===== src/hw/rtl/bci_pkg.sv =====
// shared constants, types and helpers for the breakpoint curve interpolator
`timescale 1ns / 1ps
`default_nettype none
package bci_pkg;

	localparam int NUM_BANKS   = 16;
	localparam int NUM_CURVES  = 12;
	localparam int NUM_POINTS  = 9;

	localparam int CURVE_WORDS = 2 * NUM_POINTS;
	localparam int STORE_WORDS = NUM_BANKS * NUM_CURVES * CURVE_WORDS;
	localparam int ADDR_W      = $clog2(STORE_WORDS);
	localparam int K_W         = $clog2(NUM_POINTS + 1);

	localparam int CURVE_FLD_W = 4;
	localparam int BANK_FLD_W  = 4;
	localparam int WIDX_FLD_W  = 5;
	localparam int WORD_W      = 32;
	localparam int LEVEL_W     = 7;

	localparam int SPAN_W      = WORD_W + 1;
	localparam int PROD_W      = 2 * SPAN_W;
	localparam int CNT_W       = $clog2(PROD_W + 1);
	localparam int QSAT_LOG2   = 40;
	localparam int R_W         = QSAT_LOG2 + 3;

	localparam logic [LEVEL_W-1:0] LEVEL_MAX = 7'h7F;

	localparam logic FUNC_WRITE = 1'b0;
	localparam logic FUNC_EVAL  = 1'b1;

	typedef enum logic [2:0] {
		ST_IDLE,
		ST_SCAN_RD,
		ST_SCAN_CMP,
		ST_FETCH_RD,
		ST_FETCH_CAP,
		ST_CALC,
		ST_WAIT,
		ST_OUT
	} state_t;

	typedef enum logic [1:0] {
		F_LOP,
		F_LOV,
		F_HIV
	} fetch_t;

	typedef enum logic [1:0] {
		PH_IDLE,
		PH_MUL,
		PH_DIV,
		PH_END
	} phase_t;

	typedef struct packed {
		logic start;
		logic flat;
	} arith_cmd_t;

	typedef struct packed {
		logic               done;
		logic [LEVEL_W-1:0] level;
	} arith_rsp_t;

	function automatic logic [SPAN_W-1:0] mag(input logic signed [SPAN_W-1:0] d);
		logic signed [SPAN_W-1:0] n;
		n = -d;
		return d[SPAN_W-1] ? $unsigned(n) : $unsigned(d);
	endfunction

endpackage
`default_nettype wire


===== src/hw/rtl/bci_arith.sv =====
// bit-serial span multiply, restoring divide and level clamp
`timescale 1ns / 1ps
`default_nettype none
module bci_arith import bci_pkg::*; (
	input  wire logic                     clk,
	input  wire logic                     arst_n,
	input  wire arith_cmd_t               cmd,
	input  wire logic signed [WORD_W-1:0] lo_p,
	input  wire logic signed [WORD_W-1:0] hi_p,
	input  wire logic signed [WORD_W-1:0] lo_v,
	input  wire logic signed [WORD_W-1:0] hi_v,
	input  wire logic signed [WORD_W-1:0] pos,
	output arith_rsp_t                    rsp
);

	phase_t phase_q, phase_d;

	logic [SPAN_W-1:0]        mcand_q;
	logic [SPAN_W-1:0]        dvs_q;
	logic [SPAN_W-1:0]        rem_q;
	logic [PROD_W-1:0]        prod_q;
	logic [CNT_W-1:0]         cnt_q;
	logic                     neg_q;
	logic signed [WORD_W-1:0] lo_v_q;

	logic signed [SPAN_W-1:0] den, dv, dp;
	logic                     den_zero;
	logic [SPAN_W:0]          mul_sum;
	logic [SPAN_W:0]          rem_sh, rem_diff;
	logic                     rem_ge;
	logic                     q_sat;
	logic [QSAT_LOG2:0]       q_lim;
	logic signed [R_W-1:0]    r;

	assign den      = SPAN_W'(hi_p) - SPAN_W'(lo_p);
	assign dv       = SPAN_W'(hi_v) - SPAN_W'(lo_v);
	assign dp       = SPAN_W'(pos) - SPAN_W'(lo_p);
	assign den_zero = (den == '0);

	assign mul_sum  = {1'b0, prod_q[PROD_W-1:SPAN_W]} + (prod_q[0] ? {1'b0, mcand_q} : '0);
	assign rem_sh   = {rem_q, prod_q[PROD_W-1]};
	assign rem_diff = rem_sh - {1'b0, dvs_q};
	assign rem_ge   = (rem_sh >= {1'b0, dvs_q});

	assign q_sat = (prod_q > (PROD_W'(1) << QSAT_LOG2));
	assign q_lim = q_sat ? ((QSAT_LOG2 + 1)'(1) << QSAT_LOG2) : prod_q[QSAT_LOG2:0];
	assign r     = neg_q ? (R_W'(lo_v_q) - $signed(R_W'(q_lim)))
	                     : (R_W'(lo_v_q) + $signed(R_W'(q_lim)));

	always_comb begin
		phase_d = phase_q;
		case (phase_q)
			PH_IDLE: begin
				if (cmd.start) begin
					phase_d = (cmd.flat || den_zero) ? PH_END : PH_MUL;
				end
			end
			PH_MUL: begin
				if (cnt_q == '0) begin
					phase_d = PH_DIV;
				end
			end
			PH_DIV: begin
				if (cnt_q == '0) begin
					phase_d = PH_END;
				end
			end
			PH_END: begin
				phase_d = PH_IDLE;
			end
			default: begin
				phase_d = PH_IDLE;
			end
		endcase
	end

	always_comb begin
		rsp = '0;
		case (phase_q)
			PH_END: begin
				rsp.done = 1'b1;
				if (r[R_W-1]) begin
					rsp.level = '0;
				end else if (|r[R_W-2:LEVEL_W]) begin
					rsp.level = LEVEL_MAX;
				end else begin
					rsp.level = r[LEVEL_W-1:0];
				end
			end
			default: begin
				rsp = '0;
			end
		endcase
	end

	always_ff @(posedge clk or negedge arst_n) begin
		if (!arst_n) begin
			phase_q <= PH_IDLE;
		end else begin
			phase_q <= phase_d;
		end
	end

	always_ff @(posedge clk) begin
		case (phase_q)
			PH_IDLE: begin
				if (cmd.start) begin
					mcand_q <= mag(dv);
					dvs_q   <= mag(den);
					neg_q   <= (dv[SPAN_W-1] ^ dp[SPAN_W-1]) ^ den[SPAN_W-1];
					lo_v_q  <= lo_v;
					rem_q   <= '0;
					cnt_q   <= CNT_W'(SPAN_W - 1);
					if (cmd.flat || den_zero) begin
						prod_q <= '0;
					end else begin
						prod_q <= {{SPAN_W{1'b0}}, mag(dp)};
					end
				end
			end
			PH_MUL: begin
				prod_q <= {mul_sum, prod_q[SPAN_W-1:1]};
				if (cnt_q == '0) begin
					cnt_q <= CNT_W'(PROD_W - 1);
				end else begin
					cnt_q <= cnt_q - CNT_W'(1);
				end
			end
			PH_DIV: begin
				rem_q  <= rem_ge ? rem_diff[SPAN_W-1:0] : rem_sh[SPAN_W-1:0];
				prod_q <= {prod_q[PROD_W-2:0], rem_ge};
				cnt_q  <= cnt_q - CNT_W'(1);
			end
			default: begin
			end
		endcase
	end

	a_start_idle: assert property (@(posedge clk) disable iff (!arst_n)
		cmd.start |-> phase_q == PH_IDLE)
		else $error("arith start while busy");

	a_div_nonzero: assert property (@(posedge clk) disable iff (!arst_n)
		phase_q == PH_DIV |-> dvs_q != '0)
		else $error("divide by zero span");

	a_mul_to_div: assert property (@(posedge clk) disable iff (!arst_n)
		(phase_q == PH_MUL && cnt_q == '0) |=> phase_q == PH_DIV)
		else $error("multiply did not hand over to divide");

endmodule
`default_nettype wire


===== config.mk =====
export PLATFORM = sky130hd
export DESIGN_NAME = bci_arith
export DESIGN_NICKNAME = d
export VERILOG_FILES = /design/src/hw/rtl/bci_pkg.sv /design/src/hw/rtl/bci_arith.sv
export SDC_FILE = /design/constraint.sdc
export NUM_CORES = 1
export LEC_CHECK = 0
export BUFFER_PORTS_ARGS = -buffer_cell sky130_fd_sc_hd__buf_4
export CORE_ASPECT_RATIO = 1.4
export CORE_MARGIN = 1
export CORE_UTILIZATION = 49
export CTS_CLUSTER_SIZE = 24
export DETAILED_ROUTE_END_ITERATION = 7
export PLACE_DENSITY = 0.69
export REMOVE_ABC_BUFFERS = 1
export SYNTH_ARGS = -nofsm -noshare
export SYNTH_HDL_FRONTEND = slang
export SYNTH_SLANG_ARGS = --single-unit
export TNS_END_PERCENT = 10

===== constraint.sdc =====
create_clock -name clk -period 19.9 [get_ports clk]
set_clock_uncertainty 0.2 [all_clocks]
set_input_delay 3.98 -clock clk [delete_from_list [all_inputs] [get_ports clk]]
set_output_delay 3.98 -clock clk [all_outputs]
set_load 0.02 [all_outputs]

==> flow_metrics.py, run 1 <==
metrics = {
    "sta": {
        "final.min_clock_period_ns": 13.08,
        "tns_ns": 0,
        "fmax_mhz": 76.4,
        "slew_headroom_pct": 23.2,
        "final-hold-violation-count": 0,
        "fin_ws_ns": 6.82,
        "worst_pin_slew_ns": 1.15,
        "whs_ns": 0.371,
        "fin_crit_sh_pct": 65.7,
        "drv_slew": 0,
        "rsz0062_at_grt": "no",
        "setup_violations": 0,
    },
    "critical_path": {
        "cp_max_fo": 15,
        "rrSetupSlack_ns": 15.18,
        "crit_arrival_ns": 8.90,
        "crit_chain": "or3_1 > nor4_2 > nor4b_2 > nor2b_1 > nand4_1 > a211oi_4 > and2_1 > inv_1 > ha_1 > o21ai_1 > o311ai_0 > ha_1 > a21oi_1 > o21a_1 > a21o_1 > a211oi_1 > nor2b_1 > a31oi_1 > a21oi_1 > xnor2_1 > or4_1 > nor4b_1 > a21oi_1 > buf_4",
        "reg2reg_depth": 15,
        "end_kind": "primary output",
        "cpPeakStageDelay_ns": 0.81,
        "crit_path_start": "prod_q[2]",
        "worstPathRequired_ns": 15.72,
        "cpMaxStageDelayCell": "o21ai_1",
        "r2r_end": "prod_q[64]",
        "critPathLaunchType": "flip-flop",
        "crit_top_cell": "a21oi_1",
        "critPathCapture": "rsp[0]",
        "critical_path_class": "reg2out",
        "rr_startpoint": "prod_q[0]",
    },
    "detailed_routing": {
        "routed_wl_um": 70200,
        "vias": 21900,
        "top_layer_used": "met5",
        "routedWlPerCell_um": 19.6,
        "drt_iter0_drc": 1331,
        "dr.pass1.iters": 5,
        "drc": 0,
        "route.met2.wl_um": 35300,
        "ant_nets": 0,
        "met3WireLength_um": 2770,
        "avgViaCountPerCell": 6.10,
        "met1_length_um": 28900,
    },
    "yosys": {
        "synth_edf_count": 205,
        "netlist_top_cells_count": "273 x nand2_1, 253 x a21oi_1, 214 x ha_1",
        "ys_warn_count": 0,
        "netlist_area_um2": 23400,
        "synth_ff_type": "edfxtp_1",
        "async_reset_ff_share_pct": 0.966,
        "synth_area_leaders": "edfxtp_1 26%, ha_1 11%, xnor2_1 6.1%",
        "yosysMostFrequentCell": "nand2_1",
        "synth_cells": 2836,
        "seq_area_frac_synth_pct": 26.5,
        "ys_ff_latch": 207,
        "yosysTopAreaCell": "edfxtp_1",
        "synthDistinctLibCells": 109,
        "synth_top_area_share_pct": 26.3,
        "avgSynthCellArea_um2": 8.24,
    },
    "cts": {
        "cts.sinks": 207,
        "h-tree-depth": 1,
        "cts_tree": "done",
        "cts_setup_buffers": 0,
        "cts-root-buf": "clkbuf_16",
        "ctsLongestPathBuffers": 3,
        "clkLatencyLatePin_ns": 0.55,
        "cts_hold_buffers": 0,
        "clk_pin_slew_worst_paths_ns": 0.07,
        "numCtsBuffers": 25,
        "cts_resized": 0,
    },
    "global_routing": {
        "grt_pass1_wl_um": 111000,
        "grt_overflow": 0,
        "grt_max_degree": 74,
        "grt_pass1_vias": 21400,
        "antenna_found_initial": 3,
        "grt.total_usage_pct": 28.1,
    },
    "worst_hold_path": {
        "hold_path.class": "reg2reg",
    },
    "run_status": {
        "status": "finished clean",
    },
    "power": {
        "ir_worst_vdd_v": 0.0000628,
        "leakagePower_uw": 0.0109,
        "pwr_density_cell_nw_per_um2": 85.4,
    },
    "final_layout": {
        "fillers": 4385,
        "seqCellArea_um2": 6210,
        "area_growth_pct": 11.3,
        "drive_above_1_share_pct": 9.96,
        "multi_input_area_um2": 16100,
        "finalCoreUtilization_pct": 55.3,
        "fin_nets": 3329,
    },
    "die": {
        "rows": 94,
        "start_util_pct": 49.7,
        "die_w_um": 187,
        "core_area_um2": 47000,
        "die_height_um": 260,
        "io_pins": 172,
        "dieArea_um2": 48600,
    },
    "placed_design": {
        "dp_hpwl_um": 56100,
        "port_buffers": 171,
        "pre_cts_ws_ns": 7.53,
        "place.gp.congestion": 0.989,
    },
    "run": {
        "max_cap_violations": 0,
    },
}
how the worst min path moves through the flow:
stage	start	endpoint	slack (ns)	cells past startpoint
after global placement	phase_q[1]	phase_q[1]	0.33	2
after detailed placement	phase_q[1]	phase_q[1]	0.36	2
after global routing	rem_q[22]	rem_q[23]	0.44	2
after floorplan	phase_q[1]	phase_q[1]	0.30	2
after CTS	phase_q[1]	phase_q[1]	0.37	2
final	phase_q[1]	phase_q[1]	0.37	2
power by group:
group          leakage (uW)  total, uW  switching (uW)  internal, uW
registers           0.00197        689            87.8           601
logic               0.00849       1070             599           468
clock network      0.000396        466             203           262
total                0.0109       2220             890          1330
flip-flops by register name (all words and copies together), names as in the netlist:
| signal | count |
|---|---|
| lo_v_q | 32 |
| rem_q | 33 |
| phase_q | 2 |
| mcand_q | 33 |
| cnt_q | 7 |
| prod_q | 66 |
| dvs_q | 33 |
| neg_q | 1 |
cell families (layout without fill, tap and decap cells):
logic type,after synthesis,in the layout,synth area share (%)
flops,207,207,26.5
simple gates,937,937,20.6
other cells,0,2,0
mux,27,27,1.16
buf+inv,289,415,4.71
compound gates,899,899,25.4
fa+ha+maj,220,220,12.0
xor+xnor,257,257,9.63
area by class of cell:
cell class                      count  share of cell area, %
Clock buffer                       29                   2.46
Antenna cell                        2                 0.0192
Tap cell                          624                   3.00
Inverter                          186                   2.68
Clock inverter                     15                  0.668
Sequential cell                   207                   23.8
Timing Repair Buffer              185                   5.34
Multi-Input combinational cell   2340                   62.0
layout by cell type, fill, tap and decap left out, types with 29 or more instances in the layout:
cell | netlist | routed
o21ai_1 | 44 | 44
xnor2_1 | 163 | 163
a31oi_1 | 41 | 40
edfxtp_1 | 205 | 205
nand2b_1 | 30 | 30
or3_1 | 29 | 29
o21a_1 | 34 | 34
nor3_1 | 59 | 59
o21ai_0 | 136 | 136
ha_1 | 214 | 212
nand3_1 | 60 | 60
inv_1 | 185 | 185
and2_1 | 61 | 61
buf_4 | 0 | 185
nor2b_1 | 58 | 58
a21o_1 | 104 | 104
a21oi_1 | 253 | 250
a22o_1 | 34 | 34
nand2_1 | 273 | 273
nand4_1 | 35 | 35
xor2_1 | 94 | 94
nor2_1 | 194 | 193
critical path: cells and delay by family, from the launching register on:
family / cells / cell delay, ns
flip-flops: 1 / 0.47
XOR/XNOR: 1 / 0.15
AND/OR/NAND/NOR: 9 / 3.04
buffers and inverters: 2 / 0.24
adder cells (fa/ha/maj): 2 / 0.98
AO/OA/AOI/OAI: 10 / 3.45
routing by layer:
metal / global-route usage, % / up-vias
met5: 0 / -
met4: 12.8 / 2
met3: 2.14 / 129
met2: 51.4 / 562
li1: - / 10700
met1: 33.5 / 10500
per-stage QoR:
stage | total power (uW) | cell area [um2] | instances
5_1_grt | 2370 | 26000 | 3588
2_1_floorplan | 1490 | 23000 | 2733
3_5_place_dp | 1750 | 25200 | 3542
6_report | 2220 | 26000 | 3588
4_1_cts | 2220 | 26000 | 3586
3_3_place_gp | 1720 | 25200 | 3542
No activity file was read; power rests on OpenSTA's default activity.
==> run 2: changes to the inputs <==
--- a/config.mk
+++ b/config.mk
@@ -11,7 +11,7 @@
 export CORE_UTILIZATION = 49
 export CTS_CLUSTER_SIZE = 24
 export DETAILED_ROUTE_END_ITERATION = 7
-export PLACE_DENSITY = 0.69
+export PLACE_DENSITY = 0.72
 export REMOVE_ABC_BUFFERS = 1
 export SYNTH_ARGS = -nofsm -noshare
 export SYNTH_HDL_FRONTEND = slang
==> constraint.sdc (replaced) <==
create_clock -name clk -period 10.5 [get_ports clk]
set_clock_uncertainty 0.2 [all_clocks]
set_input_delay 2.1 -clock clk [delete_from_list [all_inputs] [get_ports clk]]
set_output_delay 2.1 -clock clk [all_outputs]
set_load 0.02 [all_outputs]
==> run 2 against run 1 <==
Sequential power up 90%. Cell count about the same. Non-clock buffer count up 2. Hold slack better by 0.018 ns. Critical path depth up 1. Sequential share of layout area down 0.057 points. Critical endpoint is now rsp[1]. Flip-flop and latch count unchanged. Critical path type unchanged. Combinational power up 91%. Cell area up 0.24%.
==> flow_metrics.py, run 2 (same netlist as run 1, synthesis figures left out) <==
metrics = {
    "final_layout": {
        "drive_above_1_share_pct": 10.3,
        "final_common_cell": "nand2_1",
        "fillers": 4452,
        "layout_common_cells": "273 x nand2_1, 249 x a21oi_1, 210 x ha_1, 205 x edfxtp_1, 192 x nor2_1",
        "multi_input_area_um2": 16200,
        "seqCellArea_um2": 6210,
        "max_flop_register": "prod_q",
        "area_growth_pct": 11.6,
        "finalCoreUtilization_pct": 55.5,
        "fin_nets": 3331,
        "largest_register_ffs": 66,
    },
    "critical_path": {
        "cp_max_fo": 15,
        "critPathLaunchType": "flip-flop",
        "critical_path_class": "reg2out",
        "worstPathRequired_ns": 8.20,
        "end_kind": "primary output",
        "crit_arrival_ns": 7.66,
    },
    "sta": {
        "final.min_clock_period_ns": 9.96,
        "final-hold-violation-count": 0,
        "slew_headroom_pct": 17.8,
        "fin_ws_ns": 0.539,
        "setup_violations": 0,
        "whs_ns": 0.389,
        "fin_crit_sh_pct": 94.9,
        "drv_slew": 0,
        "worst_pin_slew_ns": 1.23,
        "fmax_mhz": 100,
    },
    "cts": {
        "cts_hold_buffers": 0,
        "clk_pin_slew_worst_paths_ns": 0.07,
        "numCtsBuffers": 25,
        "clkLatencyLatePin_ns": 0.56,
        "cts.sinks": 207,
        "ctsLongestPathBuffers": 3,
        "cts_tree": "done",
        "h-tree-depth": 1,
        "cts-root-buf": "clkbuf_16",
    },
    "global_routing": {
        "grt.total_usage_pct": 28.4,
        "grt_overflow": 0,
        "grt_pass1_vias": 21500,
        "grt_max_degree": 68,
        "grt_pass1_wl_um": 112000,
        "antenna_found_initial": 3,
    },
    "worst_hold_path": {
        "hold_path.class": "reg2reg",
    },
    "detailed_routing": {
        "dr.pass1.iters": 5,
        "drc": 0,
        "ant_nets": 0,
        "routedWlPerCell_um": 19.8,
        "routed_wl_um": 71300,
        "avgViaCountPerCell": 6.18,
        "drt_iter0_drc": 1682,
        "vias": 22200,
    },
    "die": {
        "start_util_pct": 49.7,
        "die_height_um": 260,
        "rows": 94,
        "io_pins": 172,
        "core_area_um2": 47000,
        "dieArea_um2": 48600,
        "die_w_um": 187,
    },
    "power": {
        "ir_worst_vdd_v": 0.000134,
        "leakagePower_uw": 0.0109,
        "pwr_density_cell_nw_per_um2": 162,
    },
    "placed_design": {
        "pre_cts_ws_ns": 0.553,
        "port_buffers": 171,
        "place.gp.congestion": 0.979,
        "dp_hpwl_um": 56400,
    },
    "run": {
        "max_cap_violations": 0,
    },
    "run_status": {
        "status": "finished clean",
    },
}
## run 2: changes by cell type in the layout (fill, tap and decap cells not counted), sizes merged
cell / previous run / this run
buf: 185 / 187
clkinv: 5 / 7
clkinvlp: 1 / 3
inv: 193 / 191
clkbuf: 29 / 28
## run 2: final timing paths
path | to | cells past startpoint | slack [ns] | from
worst min register to register | phase_q[1] | 2 | 0.39 | phase_q[1]
worst max register to register | prod_q[64] | 15 | 5.66 | prod_q[0]
max in group asynchronous | phase_q[1] | 1 | 8.86 | arst_n
min in group asynchronous | phase_q[0] | 1 | 1.12 | arst_n
worst max-delay path | rsp[1] | 25 | 0.54 | prod_q[2]
worst min-delay path | phase_q[1] | 2 | 0.39 | phase_q[1]
## run 2: what timing repair did
item / CTS / global route
pin swaps: 0 / 2
resized for setup: 1 / 10
setup endpoints to repair: 1 / 7
gates cloned: 0 / 0
setup buffers: 0 / 3
## run 2: final cells by class
cell class | instances | share of cell area [%]
timing repair buffer | 187 | 5.38
clock buffer | 28 | 2.44
clock inverter | 17 | 0.647
multi-input combinational | 2340 | 62.1
inverter | 186 | 2.68
sequential | 207 | 23.8
antenna | 2 | 0.0192
tap | 624 | 2.99
## run 2: layer usage
layer  routed length, um  part of all wire (%)  track usage (%)  vias up
li1                    -                     -                -    10700
met1               28900                    41             34.5    10600
met2               35600                    50             51.0      719
met3                3490                   4.9             2.53      144
met4                3220                   4.5             12.5        2
met5                   8                 0.011                0        -
## run 2: metrics by stage
stage	std cells	area (um2)	power, uW	TNS (ns)
global route	3591	26100	4510	-0.0782
global placement	3541	25200	3270	0
finish	3591	26100	4230	0
CTS	3586	26000	4210	0
detailed placement	3541	25200	3320	0
floorplan	2733	23000	2820	-0.282
## run 2: power by group
| group | internal [uW] | switching, uW | leakage (uW) |
|---|---|---|---|
| logic | 889 | 1150 | 0.00851 |
| clock network | 493 | 383 | 0.000384 |
| registers | 1140 | 170 | 0.00197 |
| total | 2520 | 1710 | 0.0109 |
## run 2: critical path, cell delays in order (launching register included)
cell and delay [ns]:
edfxtp_1 0.45, or3_1 0.50, nor4_4 0.34, nor4b_4 0.29, nor2b_1 0.25, nand4_1 0.21
a211oi_4 0.42, and2_1 0.20, inv_1 0.05, ha_2 0.30, o21ai_1 0.15, buf_4 0.20
o311ai_0 0.32, ha_2 0.53, a21oi_1 0.09, o21a_1 0.27, a21o_1 0.20, a211oi_2 0.33
nor2b_1 0.09, a31oi_1 0.31, a21oi_1 0.14, xnor2_1 0.14, or4_1 0.70, nor4b_1 0.33
a21oi_1 0.12, buf_4 0.16
==> run 3: changes to the inputs <==
--- a/config.mk
+++ b/config.mk
@@ -12,6 +12,7 @@
 export CTS_CLUSTER_SIZE = 24
 export DETAILED_ROUTE_END_ITERATION = 7
 export PLACE_DENSITY = 0.72
+export RECOVER_POWER = 100
 export REMOVE_ABC_BUFFERS = 1
 export SYNTH_ARGS = -nofsm -noshare
 export SYNTH_HDL_FRONTEND = slang
==> run 3 against run 2 <==
Critical path type unchanged. Highest routed layer unchanged. Total power shrank 0.11%. Sequential share of layout area grew 0.19 points. Critical path depth is the same. Core utilization shrank 0.45 points. Largest power group unchanged. The run now ends with capacitance limit, slew limit left.
==> flow_metrics.py, run 3 (same netlist as run 1, synthesis figures left out) <==
metrics = {
    "die": {
        "rows": 94,
        "dieArea_um2": 48600,
        "die_height_um": 260,
        "die_w_um": 187,
        "io_pins": 172,
        "core_area_um2": 47000,
        "start_util_pct": 49.7,
    },
    "sta": {
        "drv_slew": 335,
        "final-hold-violation-count": 0,
        "slew_headroom_pct": -153,
        "fin_ws_ns": 0.581,
        "fmax_mhz": 101,
        "worst_pin_slew_ns": 3.79,
        "setup_violations": 0,
        "fin_crit_sh_pct": 94.5,
        "final.min_clock_period_ns": 9.92,
    },
    "final_layout": {
        "seqCellArea_um2": 6210,
        "fin_nets": 3331,
        "drive_above_1_share_pct": 8.67,
        "finalCoreUtilization_pct": 55.0,
        "max_flop_register": "prod_q",
        "multi_input_area_um2": 16100,
        "final_common_cell": "nand2_1",
        "fillers": 4500,
        "area_growth_pct": 10.7,
        "largest_register_ffs": 66,
        "layout_common_cells": "273 x nand2_1, 251 x a21oi_1, 211 x ha_1, 205 x edfxtp_1, 193 x nor2_1",
    },
    "detailed_routing": {
        "drt_iter0_drc": 1583,
        "drc": 0,
        "avgViaCountPerCell": 6.16,
        "routedWlPerCell_um": 19.8,
        "vias": 22100,
        "routed_wl_um": 71200,
        "dr.pass1.iters": 5,
        "ant_nets": 0,
    },
    "power": {
        "switching_share_pct": 40.3,
        "p_int_uw": 2520,
        "combinationalPowerShare_pct": 48.3,
        "p_sw_uw": 1700,
        "p_clk_share_pct": 20.7,
        "pwr_density_cell_nw_per_um2": 163,
        "power_uw": 4220,
        "ir_worst_vdd_v": 0.000135,
        "leakagePower_uw": 0.0107,
        "pwr-share-seq_pct": 31.0,
    },
    "global_routing": {
        "grt_max_degree": 68,
        "use_met1_pct": 34.5,
        "grt.total_usage_pct": 28.4,
        "grt_overflow": 0,
        "met3_usage_pct": 2.53,
        "grt_pass1_wl_um": 112000,
        "grt_pass1_vias": 21500,
        "antenna_found_initial": 3,
        "use_met2_pct": 51.0,
        "top_usage_layer": "met2",
    },
    "critical_path": {
        "cpMaxStageDelayCell": "or4_1",
        "critPathBufInv": 3,
        "crit_top_cell": "a21oi_1",
        "end_kind": "primary output",
        "critical_path_class": "reg2out",
        "worstPathRequired_ns": 8.20,
        "crit_arrival_ns": 7.62,
        "cpPeakStageDelay_ns": 0.70,
        "critPathTopFamily": "simple AND/OR/NAND/NOR gates",
        "cp_max_fo": 15,
        "critPathLaunchType": "flip-flop",
    },
    "cts": {
        "cts.sinks": 207,
        "cts-root-buf": "clkbuf_16",
        "clkLatencyLatePin_ns": 0.56,
        "cts_tree": "done",
        "h-tree-depth": 1,
        "clk_pin_slew_worst_paths_ns": 0.07,
        "cts_hold_buffers": 0,
        "ctsLongestPathBuffers": 3,
        "numCtsBuffers": 25,
    },
    "worst_hold_path": {
        "hold_path.class": "reg2reg",
    },
    "placed_design": {
        "port_buffers": 171,
        "place.gp.congestion": 0.979,
        "dp_hpwl_um": 56400,
        "pre_cts_ws_ns": 0.553,
    },
    "run_status": {
        "status": "complete, but fails checks",
        "failed_checks": "capacitance limit, slew limit",
    },
    "run": {
        "max_cap_violations": 8,
    },
}
-- run 3: final timing paths --
path | from | to | slack, ns | cells after the start
worst max-delay path | prod_q[2] | rsp[1] | 0.58 | 25
worst min-delay path | phase_q[1] | phase_q[1] | 0.39 | 2
worst max register to register | prod_q[65] | rem_q[7] | 4.03 | 14
worst min register to register | phase_q[1] | phase_q[1] | 0.39 | 2
max in group asynchronous | arst_n | phase_q[1] | 8.79 | 1
min in group asynchronous | arst_n | phase_q[0] | 1.14 | 1
-- run 3: what timing repair did --
item	4_1_cts	5_1_grt
pin swaps	0	2
setup endpoints to repair	1	7
hold endpoints to repair	0	0
resized for setup	1	10
setup buffers	0	3
-- run 3: area by class of cell --
type	instances	share of cell area [%]
sequential	207	24.0
multi-input combinational	2340	62.3
clock inverter	17	0.653
tap	624	3.02
antenna	2	0.0193
inverter	186	2.70
timing repair buffer	187	4.89
clock buffer	28	2.46
-- run 3: per-layer routing --
metal	vias to the layer above	routed length, um
li1	10700	-
met1	10600	29200
met2	644	35700
met3	145	3060
met4	2	3270
met5	-	8
-- run 3: metrics by stage --
stage          instances  TNS (ns)  hold WS, ns  area (um2)
6_report            3591         0        0.391       25900
5_1_grt             3591   -0.0697        0.442       25900
4_1_cts             3586         0        0.389       26000
3_5_place_dp        3541         0        0.374       25200
3_3_place_gp        3541         0        0.332       25200
2_1_floorplan       2733    -0.282        0.300       23000
-- run 3: power groups by stage --
stage,registers [uW],clock network (uW),logic [uW]
after floorplan,1260,0,1560
after global placement,1310,0,1960
after detailed placement,1320,0,2010
after CTS,1300,886,2020
after global routing,1330,914,2270
final,1310,876,2040
-- run 3: worst reg2reg max path: stages (launching register included) --
cell	delay, ns
edfxtp_1	0.44
inv_1	0.07
ha_1	0.21
fa_1	0.42
nor2b_1	0.13
o21ai_0	0.10
a21boi_0	0.27
o21a_1	0.18
o21ai_0	0.14
and3_1	0.21
o21ai_0	0.49
o211ai_1	0.24
a21oi_1	2.57
mux2i_1	0.40
nor2_1	0.08
